[src/bsps_pkg.sv]
// ----------------------------------------------------------------------------
// bsps_pkg: brush stamp pixel stream shared definitions
// Field widths, register codes, the brush shape codes, the geometry record
// and the brush cell match used by the pixel path.
// ----------------------------------------------------------------------------
package bsps_pkg;

    // payload and state widths
    localparam int PIX_W      = 32;
    localparam int DIM_W      = 13;
    localparam int CUR_W      = 15;
    localparam int SHAPE_W    = 2;
    localparam int IDX_W      = 24;
    localparam int CTR_W      = 25;
    localparam int DIFF_W     = IDX_W + 2;
    localparam int CFG_IDX_W  = 3;
    localparam int CFG_DATA_W = 32;

    // geometry record widths, sized for the largest supported frame
    localparam int OFF_W = 15;
    localparam int TOT_W = 27;

    // defaults and fixed scale
    localparam int DEF_MAX_WIDTH  = 4096;
    localparam int DEF_MAX_HEIGHT = 4096;
    localparam int RESET_DIM      = 64;
    localparam int CURSOR_FULL    = 25600;

    // configuration register codes
    typedef enum logic [CFG_IDX_W-1:0] {
        REG_IMAGE_WIDTH  = 3'd0,
        REG_IMAGE_HEIGHT = 3'd1,
        REG_CURSOR_X     = 3'd2,
        REG_CURSOR_Y     = 3'd3,
        REG_BRUSH_SHAPE  = 3'd4,
        REG_ERASE_MODE   = 3'd5,
        REG_BRUSH_COLOR  = 3'd6
    } t_reg_idx;

    // brush shape codes
    typedef enum logic [SHAPE_W-1:0] {
        SHAPE_NONE   = 2'd0,
        SHAPE_SQ3    = 2'd1,
        SHAPE_SQ5    = 2'd2,
        SHAPE_ROUND7 = 2'd3
    } t_shape;

    typedef struct packed {
        logic [DIM_W-1:0] image_width;
        logic [DIM_W-1:0] image_height;
        logic [CUR_W-1:0] cursor_x_pos;
        logic [CUR_W-1:0] cursor_y_pos;
        t_shape           brush_shape;
        logic             erase_mode;
        logic [PIX_W-1:0] brush_color;
    } t_cfg;

    // brush center, frame size and row strides from the geometry pipeline
    typedef struct packed {
        logic [CTR_W-1:0] center;
        logic [TOT_W-1:0] total_m1;
        logic [OFF_W-1:0] off1;
        logic [OFF_W-1:0] off2;
        logic [OFF_W-1:0] off3;
    } t_geom;

    typedef struct packed {
        logic       on;
        logic [2:0] reach;
    } t_reach;

    // half width of the brush row at distance a from the center row
    function automatic t_reach row_reach(input t_shape shape, input logic [1:0] a);
        t_reach r;
        r.on    = 1'b0;
        r.reach = 3'd0;
        case (shape)
            SHAPE_SQ3: begin
                r.on    = (a <= 2'd1);
                r.reach = 3'd1;
            end
            SHAPE_SQ5: begin
                r.on    = (a <= 2'd2);
                r.reach = 3'd2;
            end
            SHAPE_ROUND7: begin
                r.on = 1'b1;
                case (a)
                    2'd0, 2'd1: r.reach = 3'd3;
                    2'd2:       r.reach = 3'd2;
                    default:    r.reach = 3'd0;
                endcase
            end
            default: begin
                r.on    = 1'b0;
                r.reach = 3'd0;
            end
        endcase
        return r;
    endfunction

    // linear offset from the center hits a brush cell, rows wrap at row ends
    function automatic logic in_brush(input logic signed [DIFF_W-1:0] diff,
                                      input t_geom g, input t_shape shape);
        logic signed [DIFF_W:0] dext;
        logic signed [DIFF_W:0] offs [7];
        logic signed [DIFF_W:0] t;
        logic signed [DIFF_W:0] rs;
        t_reach                 rr;
        logic                   hit;
        dext    = {diff[DIFF_W-1], diff};
        offs[0] = $signed((DIFF_W+1)'(g.off3));
        offs[1] = $signed((DIFF_W+1)'(g.off2));
        offs[2] = $signed((DIFF_W+1)'(g.off1));
        offs[3] = '0;
        offs[4] = -$signed((DIFF_W+1)'(g.off1));
        offs[5] = -$signed((DIFF_W+1)'(g.off2));
        offs[6] = -$signed((DIFF_W+1)'(g.off3));
        hit     = 1'b0;
        for (int i = 0; i < 7; i++) begin
            t   = dext + offs[i];
            rr  = row_reach(shape, 2'((i < 3) ? (3 - i) : (i - 3)));
            rs  = $signed((DIFF_W+1)'(rr.reach));
            hit = hit | (rr.on && (t <= rs) && (t >= -rs));
        end
        return hit;
    endfunction

endpackage

[src/bsps_cfg_if.sv]
// ----------------------------------------------------------------------------
// bsps_cfg_if: configuration write channel
// Register index and write data with a valid/ready handshake.
// ----------------------------------------------------------------------------
interface bsps_cfg_if;
    logic                                valid;
    logic                                ready;
    logic [bsps_pkg::CFG_IDX_W-1:0]      index;
    logic [bsps_pkg::CFG_DATA_W-1:0]     data;

    modport source (output valid, output index, output data, input ready);
    modport sink   (input valid, input index, input data, output ready);
endinterface

[src/bsps_pix_in_if.sv]
// ----------------------------------------------------------------------------
// bsps_pix_in_if: input pixel channel
// One item carries the current pixel and the default pixel.
// ----------------------------------------------------------------------------
interface bsps_pix_in_if;
    logic                          valid;
    logic                          ready;
    logic [bsps_pkg::PIX_W-1:0]    current_pixel;
    logic [bsps_pkg::PIX_W-1:0]    default_pixel;

    modport source (output valid, output current_pixel, output default_pixel, input ready);
    modport sink   (input valid, input current_pixel, input default_pixel, output ready);
endinterface

[src/bsps_pix_out_if.sv]
// ----------------------------------------------------------------------------
// bsps_pix_out_if: result pixel channel
// One item carries the resulting pixel, the brush hit flag and end of frame.
// ----------------------------------------------------------------------------
interface bsps_pix_out_if;
    logic                          valid;
    logic                          ready;
    logic [bsps_pkg::PIX_W-1:0]    pixel_out;
    logic                          inside_brush;
    logic                          last_pixel;

    modport source (output valid, output pixel_out, output inside_brush, output last_pixel,
                    input ready);
    modport sink   (input valid, input pixel_out, input inside_brush, input last_pixel,
                    output ready);
endinterface

[src/brush_stamp_pixel_stream.sv]
// Path: an accepted item passes the pipeline stages, then the output register.
// Throughput: one item per cycle while results are taken; while one waits,
// four pipeline stages and the output register take items until all are full.
// Reset: registers return to 64x64, cursor 0, no brush; the frame index and
// latched center clear. The center for a new frame comes from a three-stage
// geometry pipeline and is latched when the first pixel of the frame passes.
// ----------------------------------------------------------------------------
// brush_stamp_pixel_stream: brush stamp over a raster pixel stream
// Counts the pixel index, latches the brush center at each frame start and
// replaces pixels whose linear offset from the center hits a brush cell.
// ----------------------------------------------------------------------------
module brush_stamp_pixel_stream #(
    parameter int MAX_WIDTH  = bsps_pkg::DEF_MAX_WIDTH,
    parameter int MAX_HEIGHT = bsps_pkg::DEF_MAX_HEIGHT
) (
    input  logic                  i_clk,
    input  logic                  i_rst_n,
    bsps_cfg_if.sink              i_cfg,
    bsps_pix_in_if.sink           i_pix,
    bsps_pix_out_if.source        o_pix
);

    localparam int NSTG = 4;

    bsps_pkg::t_cfg                     r_cfg;
    bsps_pkg::t_geom                    geom;
    logic                               r_run;
    logic [NSTG-1:0]                    r_valid;
    logic [NSTG-1:0]                    rdy;
    logic [NSTG-1:0]                    mv;
    logic                               out_free;
    logic                               acc;
    logic [bsps_pkg::PIX_W-1:0]         r_cur [NSTG];
    logic [bsps_pkg::PIX_W-1:0]         r_def [NSTG];
    logic [bsps_pkg::IDX_W-1:0]         r_pixel_index;
    logic [bsps_pkg::CTR_W-1:0]         r_center;
    logic signed [bsps_pkg::DIFF_W-1:0] r_diff;
    logic                               r_last;
    logic                               r_out_valid;
    logic [bsps_pkg::PIX_W-1:0]         r_out_pixel;
    logic                               r_out_inside;
    logic                               r_out_last;

    logic [bsps_pkg::CTR_W-1:0]         n_center;
    logic                               n_last;
    logic [bsps_pkg::IDX_W-1:0]         n_index;
    logic signed [bsps_pkg::DIFF_W-1:0] n_diff;
    logic                               n_inside;
    logic [bsps_pkg::PIX_W-1:0]         n_pixel;

    // geometry from the configuration
    bsps_geom #(
        .MAX_WIDTH  (MAX_WIDTH),
        .MAX_HEIGHT (MAX_HEIGHT)
    ) u_geom (
        .i_clk  (i_clk),
        .i_cfg  (r_cfg),
        .o_geom (geom)
    );

    // stage handshake: a stage moves when the next one is empty or moving
    always_comb begin
        out_free       = !r_out_valid || o_pix.ready;
        rdy[NSTG-1]    = !r_valid[NSTG-1] || out_free;
        mv[NSTG-1]     = r_valid[NSTG-1] && out_free;
        for (int k = NSTG - 2; k >= 0; k--) begin
            rdy[k] = !r_valid[k] || rdy[k+1];
            mv[k]  = r_valid[k] && rdy[k+1];
        end
    end

    assign i_pix.ready = r_run && rdy[0];
    assign i_cfg.ready = r_run;
    assign acc         = i_pix.valid && i_pix.ready;

    // frame index, center latch and offset from the center
    always_comb begin
        n_center = (r_pixel_index == '0) ? geom.center : r_center;
        n_last   = bsps_pkg::TOT_W'(r_pixel_index) >= geom.total_m1;
        n_index  = n_last ? '0 : r_pixel_index + 1'b1;
        n_diff   = $signed({2'b00, r_pixel_index}) - $signed({1'b0, n_center});
    end

    // brush match and pixel select
    always_comb begin
        n_inside = bsps_pkg::in_brush(r_diff, geom, r_cfg.brush_shape);
        n_pixel  = n_inside ? (r_cfg.erase_mode ? r_def[NSTG-1] : r_cfg.brush_color)
                            : r_cur[NSTG-1];
    end

    // control state and configuration registers
    always_ff @(posedge i_clk) begin
        if (!i_rst_n) begin
            r_run         <= 1'b0;
            r_valid       <= '0;
            r_out_valid   <= 1'b0;
            r_pixel_index <= '0;
            r_center      <= '0;
            r_cfg         <= '{image_width:  bsps_pkg::DIM_W'(bsps_pkg::RESET_DIM),
                               image_height: bsps_pkg::DIM_W'(bsps_pkg::RESET_DIM),
                               cursor_x_pos: '0,
                               cursor_y_pos: '0,
                               brush_shape:  bsps_pkg::SHAPE_NONE,
                               erase_mode:   1'b0,
                               brush_color:  '0};
        end else begin
            r_run <= 1'b1;
            if (i_cfg.valid && i_cfg.ready) begin
                case (bsps_pkg::t_reg_idx'(i_cfg.index))
                    bsps_pkg::REG_IMAGE_WIDTH: begin
                        r_cfg.image_width <= i_cfg.data[bsps_pkg::DIM_W-1:0];
                    end
                    bsps_pkg::REG_IMAGE_HEIGHT: begin
                        r_cfg.image_height <= i_cfg.data[bsps_pkg::DIM_W-1:0];
                    end
                    bsps_pkg::REG_CURSOR_X: begin
                        r_cfg.cursor_x_pos <= i_cfg.data[bsps_pkg::CUR_W-1:0];
                    end
                    bsps_pkg::REG_CURSOR_Y: begin
                        r_cfg.cursor_y_pos <= i_cfg.data[bsps_pkg::CUR_W-1:0];
                    end
                    bsps_pkg::REG_BRUSH_SHAPE: begin
                        r_cfg.brush_shape <=
                            bsps_pkg::t_shape'(i_cfg.data[bsps_pkg::SHAPE_W-1:0]);
                    end
                    bsps_pkg::REG_ERASE_MODE: begin
                        r_cfg.erase_mode <= i_cfg.data[0];
                    end
                    bsps_pkg::REG_BRUSH_COLOR: begin
                        r_cfg.brush_color <= i_cfg.data[bsps_pkg::PIX_W-1:0];
                    end
                    default: begin
                    end
                endcase
            end
            // stage valid bits
            if (acc) begin
                r_valid[0] <= 1'b1;
            end else if (mv[0]) begin
                r_valid[0] <= 1'b0;
            end
            for (int k = 1; k < NSTG; k++) begin
                if (mv[k-1]) begin
                    r_valid[k] <= 1'b1;
                end else if (mv[k]) begin
                    r_valid[k] <= 1'b0;
                end
            end
            if (mv[NSTG-1]) begin
                r_out_valid <= 1'b1;
            end else if (o_pix.ready) begin
                r_out_valid <= 1'b0;
            end
            // index and center advance as an item enters the last stage
            if (mv[NSTG-2]) begin
                r_pixel_index <= n_index;
                r_center      <= n_center;
            end
        end
    end

    // item payload through the stages
    always_ff @(posedge i_clk) begin
        if (acc) begin
            r_cur[0] <= i_pix.current_pixel;
            r_def[0] <= i_pix.default_pixel;
        end
        for (int k = 1; k < NSTG; k++) begin
            if (mv[k-1]) begin
                r_cur[k] <= r_cur[k-1];
                r_def[k] <= r_def[k-1];
            end
        end
        if (mv[NSTG-2]) begin
            r_diff <= n_diff;
            r_last <= n_last;
        end
        if (mv[NSTG-1]) begin
            r_out_pixel  <= n_pixel;
            r_out_inside <= n_inside;
            r_out_last   <= r_last;
        end
    end

    assign o_pix.valid        = r_out_valid;
    assign o_pix.pixel_out    = r_out_pixel;
    assign o_pix.inside_brush = r_out_inside;
    assign o_pix.last_pixel   = r_out_last;

    // center stays latched except at the first pixel of a frame
    a_center_hold: assert property (@(posedge i_clk) disable iff (!i_rst_n)
        !(mv[NSTG-2] && r_pixel_index == '0) |=> $stable(r_center))
        else $error("brush center changed inside a frame");

    // the index wraps to zero after the last pixel
    a_index_wrap: assert property (@(posedge i_clk) disable iff (!i_rst_n)
        (mv[NSTG-2] && n_last) |=> (r_pixel_index == '0))
        else $error("pixel index did not wrap after last pixel");

    // input stalls only when every stage and the output register are full
    a_stall_full: assert property (@(posedge i_clk) disable iff (!i_rst_n)
        (r_run && !i_pix.ready) |-> ((&r_valid) && r_out_valid && !o_pix.ready))
        else $error("input stalled with room in the pipeline");

    // no brush shape, no hit
    a_no_shape: assert property (@(posedge i_clk) disable iff (!i_rst_n)
        (mv[NSTG-1] && n_inside) |-> (r_cfg.brush_shape != bsps_pkg::SHAPE_NONE))
        else $error("brush hit with no brush shape");

endmodule

[src/bsps_geom.sv]
// ----------------------------------------------------------------------------
// bsps_geom: brush geometry pipeline
// Three free-running stages turn the configuration into the brush center
// index, the last pixel index of the frame and the row strides.
// ----------------------------------------------------------------------------
module bsps_geom #(
    parameter int MAX_WIDTH  = bsps_pkg::DEF_MAX_WIDTH,
    parameter int MAX_HEIGHT = bsps_pkg::DEF_MAX_HEIGHT
) (
    input  logic            i_clk,
    input  bsps_pkg::t_cfg  i_cfg,
    output bsps_pkg::t_geom o_geom
);

    localparam int WW = $clog2(MAX_WIDTH + 1);
    localparam int HW = $clog2(MAX_HEIGHT + 1);
    // product with the cursor after the divide by 256
    localparam int XW = WW + bsps_pkg::CUR_W - 8;
    localparam int YW = HW + bsps_pkg::CUR_W - 8;
    // divide by 100 as a multiply by a rounded-up reciprocal, exact for XW bits
    localparam int KX = XW + 7;
    localparam int KY = YW + 7;
    localparam longint unsigned MXL = ((64'd1 << KX) + 64'd99) / 64'd100;
    localparam longint unsigned MYL = ((64'd1 << KY) + 64'd99) / 64'd100;
    localparam logic [KX-7:0] MX = MXL[KX-7:0];
    localparam logic [KY-7:0] MY = MYL[KY-7:0];
    localparam int CSW = (WW + HW + 1 > bsps_pkg::CTR_W) ? (WW + HW + 1) : bsps_pkg::CTR_W;
    localparam logic [bsps_pkg::DIM_W:0] MAXW = (bsps_pkg::DIM_W + 1)'(MAX_WIDTH);
    localparam logic [bsps_pkg::DIM_W:0] MAXH = (bsps_pkg::DIM_W + 1)'(MAX_HEIGHT);
    localparam logic [bsps_pkg::CUR_W-1:0] CFULL = bsps_pkg::CUR_W'(bsps_pkg::CURSOR_FULL);

    logic [WW-1:0]                 n_wc;
    logic [HW-1:0]                 n_hc;
    logic [bsps_pkg::CUR_W-1:0]    n_cxs;
    logic [bsps_pkg::CUR_W-1:0]    n_cys;
    logic [WW+HW-1:0]              n_total;
    logic [XW+KX-7:0]              n_qx;
    logic [YW+KY-7:0]              n_qy;
    logic [WW+HW-1:0]              n_prod;
    logic [CSW-1:0]                n_sum;

    logic [WW-1:0]                 r_wc;
    logic [WW+bsps_pkg::CUR_W-1:0] r_px;
    logic [HW+bsps_pkg::CUR_W-1:0] r_py;
    logic [bsps_pkg::TOT_W-1:0]    r_total_m1;
    logic [WW-1:0]                 r_cx;
    logic [HW-1:0]                 r_cy;
    logic [WW-1:0]                 r_w2;
    logic [bsps_pkg::OFF_W-1:0]    r_off1;
    logic [bsps_pkg::OFF_W-1:0]    r_off2;
    logic [bsps_pkg::OFF_W-1:0]    r_off3;
    logic [bsps_pkg::CTR_W-1:0]    r_center;

    // clamp size and cursor to their legal ranges
    always_comb begin
        if (i_cfg.image_width == '0) begin
            n_wc = WW'(1);
        end else if ({1'b0, i_cfg.image_width} > MAXW) begin
            n_wc = WW'(MAX_WIDTH);
        end else begin
            n_wc = WW'(i_cfg.image_width);
        end
        if (i_cfg.image_height == '0) begin
            n_hc = HW'(1);
        end else if ({1'b0, i_cfg.image_height} > MAXH) begin
            n_hc = HW'(MAX_HEIGHT);
        end else begin
            n_hc = HW'(i_cfg.image_height);
        end
        n_cxs   = (i_cfg.cursor_x_pos > CFULL) ? CFULL : i_cfg.cursor_x_pos;
        n_cys   = (i_cfg.cursor_y_pos > CFULL) ? CFULL : i_cfg.cursor_y_pos;
        n_total = n_wc * n_hc;
    end

    // reciprocal multiply for the column and row of the center
    always_comb begin
        n_qx = r_px[WW+bsps_pkg::CUR_W-1:8] * MX;
        n_qy = r_py[HW+bsps_pkg::CUR_W-1:8] * MY;
    end

    // center index cy*W+cx
    always_comb begin
        n_prod = r_cy * r_w2;
        n_sum  = CSW'(n_prod) + CSW'(r_cx);
    end

    // pipeline registers, no control state here
    always_ff @(posedge i_clk) begin
        r_wc       <= n_wc;
        r_px       <= n_wc * n_cxs;
        r_py       <= n_hc * n_cys;
        r_total_m1 <= bsps_pkg::TOT_W'(n_total - 1'b1);
        r_cx       <= n_qx[KX +: WW];
        r_cy       <= n_qy[KY +: HW];
        r_w2       <= r_wc;
        r_off1     <= bsps_pkg::OFF_W'(r_wc);
        r_off2     <= bsps_pkg::OFF_W'({r_wc, 1'b0});
        r_off3     <= bsps_pkg::OFF_W'({r_wc, 1'b0}) + bsps_pkg::OFF_W'(r_wc);
        r_center   <= n_sum[bsps_pkg::CTR_W-1:0];
    end

    assign o_geom = '{center:   r_center,
                      total_m1: r_total_m1,
                      off1:     r_off1,
                      off2:     r_off2,
                      off3:     r_off3};

endmodule
[src/flat_wrapper.sv]
// flat-port wrapper written by rule: the top's interface ports become plain ports
module brush_stamp_pixel_stream_flat 
#(
    parameter int MAX_WIDTH  = bsps_pkg::DEF_MAX_WIDTH,
    parameter int MAX_HEIGHT = bsps_pkg::DEF_MAX_HEIGHT
)
  (i_clk, i_rst_n, i_cfg_valid, i_cfg_index, i_cfg_data, i_cfg_ready, i_pix_valid, i_pix_current_pixel, i_pix_default_pixel, i_pix_ready, o_pix_valid, o_pix_pixel_out, o_pix_inside_brush, o_pix_last_pixel, o_pix_ready);
  bsps_cfg_if i_cfg_i ();
  bsps_pix_in_if i_pix_i ();
  bsps_pix_out_if o_pix_i ();
  input  logic i_clk;
  input  logic i_rst_n;
  input wire logic [$bits(i_cfg_i.valid)-1:0] i_cfg_valid;
  input wire logic [$bits(i_cfg_i.index)-1:0] i_cfg_index;
  input wire logic [$bits(i_cfg_i.data)-1:0] i_cfg_data;
  output wire logic [$bits(i_cfg_i.ready)-1:0] i_cfg_ready;
  input wire logic [$bits(i_pix_i.valid)-1:0] i_pix_valid;
  input wire logic [$bits(i_pix_i.current_pixel)-1:0] i_pix_current_pixel;
  input wire logic [$bits(i_pix_i.default_pixel)-1:0] i_pix_default_pixel;
  output wire logic [$bits(i_pix_i.ready)-1:0] i_pix_ready;
  output wire logic [$bits(o_pix_i.valid)-1:0] o_pix_valid;
  output wire logic [$bits(o_pix_i.pixel_out)-1:0] o_pix_pixel_out;
  output wire logic [$bits(o_pix_i.inside_brush)-1:0] o_pix_inside_brush;
  output wire logic [$bits(o_pix_i.last_pixel)-1:0] o_pix_last_pixel;
  input wire logic [$bits(o_pix_i.ready)-1:0] o_pix_ready;
  assign i_cfg_i.valid = i_cfg_valid;
  assign i_cfg_i.index = i_cfg_index;
  assign i_cfg_i.data = i_cfg_data;
  assign i_cfg_ready = i_cfg_i.ready;
  assign i_pix_i.valid = i_pix_valid;
  assign i_pix_i.current_pixel = i_pix_current_pixel;
  assign i_pix_i.default_pixel = i_pix_default_pixel;
  assign i_pix_ready = i_pix_i.ready;
  assign o_pix_valid = o_pix_i.valid;
  assign o_pix_pixel_out = o_pix_i.pixel_out;
  assign o_pix_inside_brush = o_pix_i.inside_brush;
  assign o_pix_last_pixel = o_pix_i.last_pixel;
  assign o_pix_i.ready = o_pix_ready;
  brush_stamp_pixel_stream #(.MAX_WIDTH(MAX_WIDTH), .MAX_HEIGHT(MAX_HEIGHT)) u_core (.i_clk(i_clk), .i_rst_n(i_rst_n), .i_cfg(i_cfg_i), .i_pix(i_pix_i), .o_pix(o_pix_i));
endmodule
[config.mk]
export PLATFORM = sky130hd
export DESIGN_NAME = brush_stamp_pixel_stream_flat
export DESIGN_NICKNAME = d
export VERILOG_FILES = /design/src/bsps_pkg.sv /design/src/bsps_cfg_if.sv /design/src/bsps_pix_in_if.sv /design/src/bsps_pix_out_if.sv /design/src/brush_stamp_pixel_stream.sv /design/src/bsps_geom.sv /design/src/flat_wrapper.sv
export SDC_FILE = /design/constraint.sdc
export NUM_CORES = 2
export LEC_CHECK = 0
export BUFFER_PORTS_ARGS = -buffer_cell sky130_fd_sc_hd__buf_2
export CORE_UTILIZATION = 32
export DETAILED_ROUTE_END_ITERATION = 8
export PLACE_DENSITY_LB_ADDON = 0.3
export SYNTH_ARGS = -nofsm -noshare
export SYNTH_HDL_FRONTEND = slang
export SYNTH_SLANG_ARGS = --single-unit
[constraint.sdc]
create_clock -name i_clk -period 8.7 [get_ports i_clk]
set_input_delay 0.435 -clock i_clk [delete_from_list [all_inputs] [get_ports i_clk]]
set_output_delay 0.435 -clock i_clk [all_outputs]
set_load 0.02 [all_outputs]
==> results.txt <==
----------------------------------------------------
[Run status]
  Result of the run ... finished clean

[Synth]
  Number of warning messages in the yosys log ... 0
  Synthesized Nets ... 9049
  Flip-flop cell with the highest count after synthesis ... sky130_fd_sc_hd__edfxtp_1
  Total of flip-flops plus latches after synthesis ... approximately 620
  Top cells by instance count after synthesis ... 1113 x sky130_fd_sc_hd__inv_1, 1094 x sky130_fd_sc_hd__ha_1, 834 x sky130_fd_sc_hd__fa_1
  Top cells by area, synth ... sky130_fd_sc_hd__fa_1 24%, sky130_fd_sc_hd__ha_1 20%, sky130_fd_sc_hd__edfxtp_1 14%
  Most numerous cell in the Yosys netlist ... sky130_fd_sc_hd__inv_1
  Yosys top cell area share ... 24.2%
  Biggest area consumer among synthesized cells ... sky130_fd_sc_hd__fa_1
  Netlist area before placement ... about 0.07 mm^2
  Number of enable flip-flop cells after synthesis ... 317
  Number of unique standard cell types used by synthesis ... 80
  Gate count of the mapped netlist ... around 7000
  Mean Syn Cell Area ... 9.82 um^2
  Sequential area share after synthesis ... 22.6%
  Fraction of registers with async set/reset ... 0%

[Global route]
  Overall global routing resource usage ... 17.0%
  Antenna violations before repair ... 9
  Fraction of met2 tracks used by global routing ... between 20% and 30%
  Remaining Overflow, GRT ... 0
  First-pass GRT wire length ... 291 mm
  Via count of the first global-routing pass ... 52100
  Met3 Usage GRT ... 2.03%
  Met1 capacity usage during global routing ... 23.1%
  Largest net degree at the start of global routing ... slightly above 80
  Gr busiest metal ... met2

[Timing]
  Final worst clock skew ... 50.1 ps
  Final WS setup ... 1090 ps
  Remaining max-slew budget at the tightest pin ... 22.6%
  Setup repair after global routing missed its margin ... no
  Worst hold-check slack ... 59.7 ps
  Final Setup Violations ... 0
  Slew Viols, Final ... 0
  Max Freq ... 0.131 GHz
  Setup_tns ... 0 ps
  Period minus WS final ... roughly 7600 ps
  Transition at the pin with the smallest max-transition slack ... 1150 ps
  Number of hold violations in the final report ... 0
  Fraction of the cycle the final worst path needs ... 87.5%

[Critical path]
  Critical path buffers and inverters ... 2
  Cell Chain, Critical Path ... ha_1 -> fa_1 -> fa_1 -> fa_1 -> inv_1 -> fa_1 -> inv_1 -> fa_1 -> fa_1 -> ha_1 -> nand3_1 -> nor3_1 -> o211ai_1 -> o21ai_0 -> o211ai_1 -> and4_1 -> nor3_1 -> a21oi_1 -> nor2b_1 -> nor2_1 -> xnor2_1
  Critical Path RT ... 9160 ps
  Maximum cell stage delay along the critical path ... 880 ps
  Critical Path Sink Type ... register
  Type of element launching the critical path ... register
  Most Frequent Cell on Critical Path ... sky130_fd_sc_hd__fa_1
  Crit path arrival time ... 8080 ps
  Family with the most delay on the worst path ... adder cells
  Crit path max fanout ... 9
  Library cell contributing the largest single delay on the critical path ... sky130_fd_sc_hd__xnor2_1
  WS Path Type ... register to register

[Clocking]
  CTS buffer count ... between 60 and 70
  Post-CTS Resized ... 0
  H-tree level count ... 3
  Clock network latency to the later pin of the worst-skew pair ... 690 ps
  CTS tree ... done
  Sink count of the clock tree ... 621
  Clock tree root driver cell ... sky130_fd_sc_hd__clkbuf_16
  Clk slew on worst S/H paths ... 70 ps
  CTS max path bufs ... 3

[Drt]
  Via count ... 49400
  Total wire length after detailed routing ... 183 mm
  Via density ... 4.91
  Residual DRC count ... 0
  Number of design-rule violations left by the first detailed-router iteration ... 2777
  Antenna viol nets, final ... 0
  Post-detailed-route wirelength per cell ... about 18 um
  First-pass iteration count of the detailed router ... 6

[Pwr]
  Lkg Pwr ... 37.2 nW
  Power per cell area ... roughly 95 mW/mm^2
  Maximum ir drop on the vdd rail ... ~0.22 mV
  Power Total ... 7.25 mW

[Layout]
  Post-layout instance area ... roughly 0.076 mm^2
  Utilization of the core after routing ... between 30% and 40%
  Final instance count without filler cells ... 10000
  Area added between synthesis and finish ... 10.5%
  Post-layout nets ... 9192
  Fraction of layout cells with a size suffix above 1 ... under 10%

[Place]
  Dpl hpwl ... about 150 mm
  Gpl congestion ... 0.910
  Worst setup slack before clock tree synthesis ... 1110 ps
  Number of port buffers ... 140
  Placed Cells incl. Taps ... 9832
  Cell area after placement ... 0.0729 mm^2

[Floorplanning]
  Floorplan core area ... between 0.2 and 0.25 mm^2
  Cell Rows ... 169
  Horizontal die dimension ... 466 um
  Num ports ... around 140
  Effective utilization at floorplan ... ~32%
  Die extent in y ... 466 um
  Die area ... 0.217 mm^2

[Run]
  Maximum Capacitance Violations ... 0

[Worst hold path]
  Class of the tightest hold or removal check ... input port to register

----------------------------------------------------
==> routing by layer <==
| metal | vias to the layer above | share of wire (%) |
|---|---|---|
| met4 | 8 | 2.8 |
| met2 | 1241 | 46 |
| met1 | 24500 | 46 |
| li1 | 23400 | - |
| met5 | - | 0.023 |
| met3 | 250 | 4.9 |
==> where the power goes <==
part	internal [mW]	total, mW	switching (mW)
logic	0.390	0.943	0.553
clock network	1.76	3.10	1.33
registers	3.16	3.21	0.0486
==> state kept, by name, indices dropped and copies added, names as in the netlist, 25 cells and up <==
signal                    flops
u_core.o_pix.pixel_out       32
u_core.r_center              25
u_core.r_cfg                 91
u_core.r_cur                128
u_core.r_def                128
u_core.r_diff                26
u_core.u_geom.r_center       25
u_core.u_geom.r_total_m1     27
==> final cells by class <==
cell class,count,area (um^2)
Multi-Input combinational cell,5052,48300
Antenna cell,7,17.5
Timing Repair Buffer,298,2090
Tap cell,2821,3530
Fill cell,21300,137000
Sequential cell,621,15600
Inverter,1118,4200
Clock buffer,88,1850
Clock inverter,40,583
==> cell usage in the layout (no fill, tap or decap), types with 79 or more instances in the layout <==
cell type                  instances
sky130_fd_sc_hd__fa_1            834
sky130_fd_sc_hd__a21o_1          100
sky130_fd_sc_hd__a21oi_1         291
sky130_fd_sc_hd__edfxtp_1        317
sky130_fd_sc_hd__nor3_1           86
sky130_fd_sc_hd__buf_4            79
sky130_fd_sc_hd__buf_2           140
sky130_fd_sc_hd__nor2_1          460
sky130_fd_sc_hd__o21ai_0         135
sky130_fd_sc_hd__nand2_1         760
sky130_fd_sc_hd__xnor2_1         180
sky130_fd_sc_hd__dfxtp_1         304
sky130_fd_sc_hd__xor2_1          112
sky130_fd_sc_hd__and2_1          137
sky130_fd_sc_hd__inv_1          1110
sky130_fd_sc_hd__ha_1           1093
==> repair_timing <==
item | in CTS | in global routing
hold buffers | 78 | 0
buffers inserted | 0 | 0
hold endpoints to repair | 78 | 0
==> kinds of logic (layout without fill, tap and decap cells) <==
logic type / Yosys count / after routing / synth area share, %
muxes: 101 / 101 / 1.75
other: 0 / 7 / 0
AOI/OAI and AO/OA: 856 / 856 / 7.96
adders and majority gates: 1928 / 1928 / 44.1
DFF: 621 / 621 / 22.6
and+or+nand+nor: 1875 / 1875 / 12.5
xor gates and xnor gates: 292 / 292 / 3.71
buffers and inverters: 1344 / 1544 / 7.36
==> worst reg2reg max path, stage by stage (launching register included) <==
cell and delay, ps:
sky130_fd_sc_hd__dfxtp_1 700, sky130_fd_sc_hd__ha_1 370, sky130_fd_sc_hd__fa_1 570, sky130_fd_sc_hd__fa_1 430, sky130_fd_sc_hd__fa_1 490, sky130_fd_sc_hd__inv_1 60
sky130_fd_sc_hd__fa_1 520, sky130_fd_sc_hd__inv_1 50, sky130_fd_sc_hd__fa_1 550, sky130_fd_sc_hd__fa_1 430, sky130_fd_sc_hd__ha_1 340, sky130_fd_sc_hd__nand3_1 100
sky130_fd_sc_hd__nor3_1 250, sky130_fd_sc_hd__o211ai_1 120, sky130_fd_sc_hd__o21ai_0 370, sky130_fd_sc_hd__o211ai_1 200, sky130_fd_sc_hd__and4_1 190, sky130_fd_sc_hd__nor3_1 400
sky130_fd_sc_hd__a21oi_1 180, sky130_fd_sc_hd__nor2b_1 130, sky130_fd_sc_hd__nor2_1 60, sky130_fd_sc_hd__xnor2_1 880
==> final timing paths <==
kind / start / endpoint / slack [ps] / cells after the start
setup / recovery: u_core.u_geom.r_py[22]$_DFF_P_ / u_core.u_geom.r_cy[7]$_DFF_P_ / 1090 / 21
hold / removal: i_cfg_data[21] / u_core.r_cfg[21]$_SDFFE_PN0P_ / 60 / 3
setup reg to reg: u_core.u_geom.r_py[22]$_DFF_P_ / u_core.u_geom.r_cy[7]$_DFF_P_ / 1090 / 21
hold reg to reg: u_core.r_cur[1][23]$_DFFE_PP_ / u_core.r_cur[2][23]$_DFFE_PP_ / 380 / 0
No activity file was read; power rests on OpenSTA's default activity.
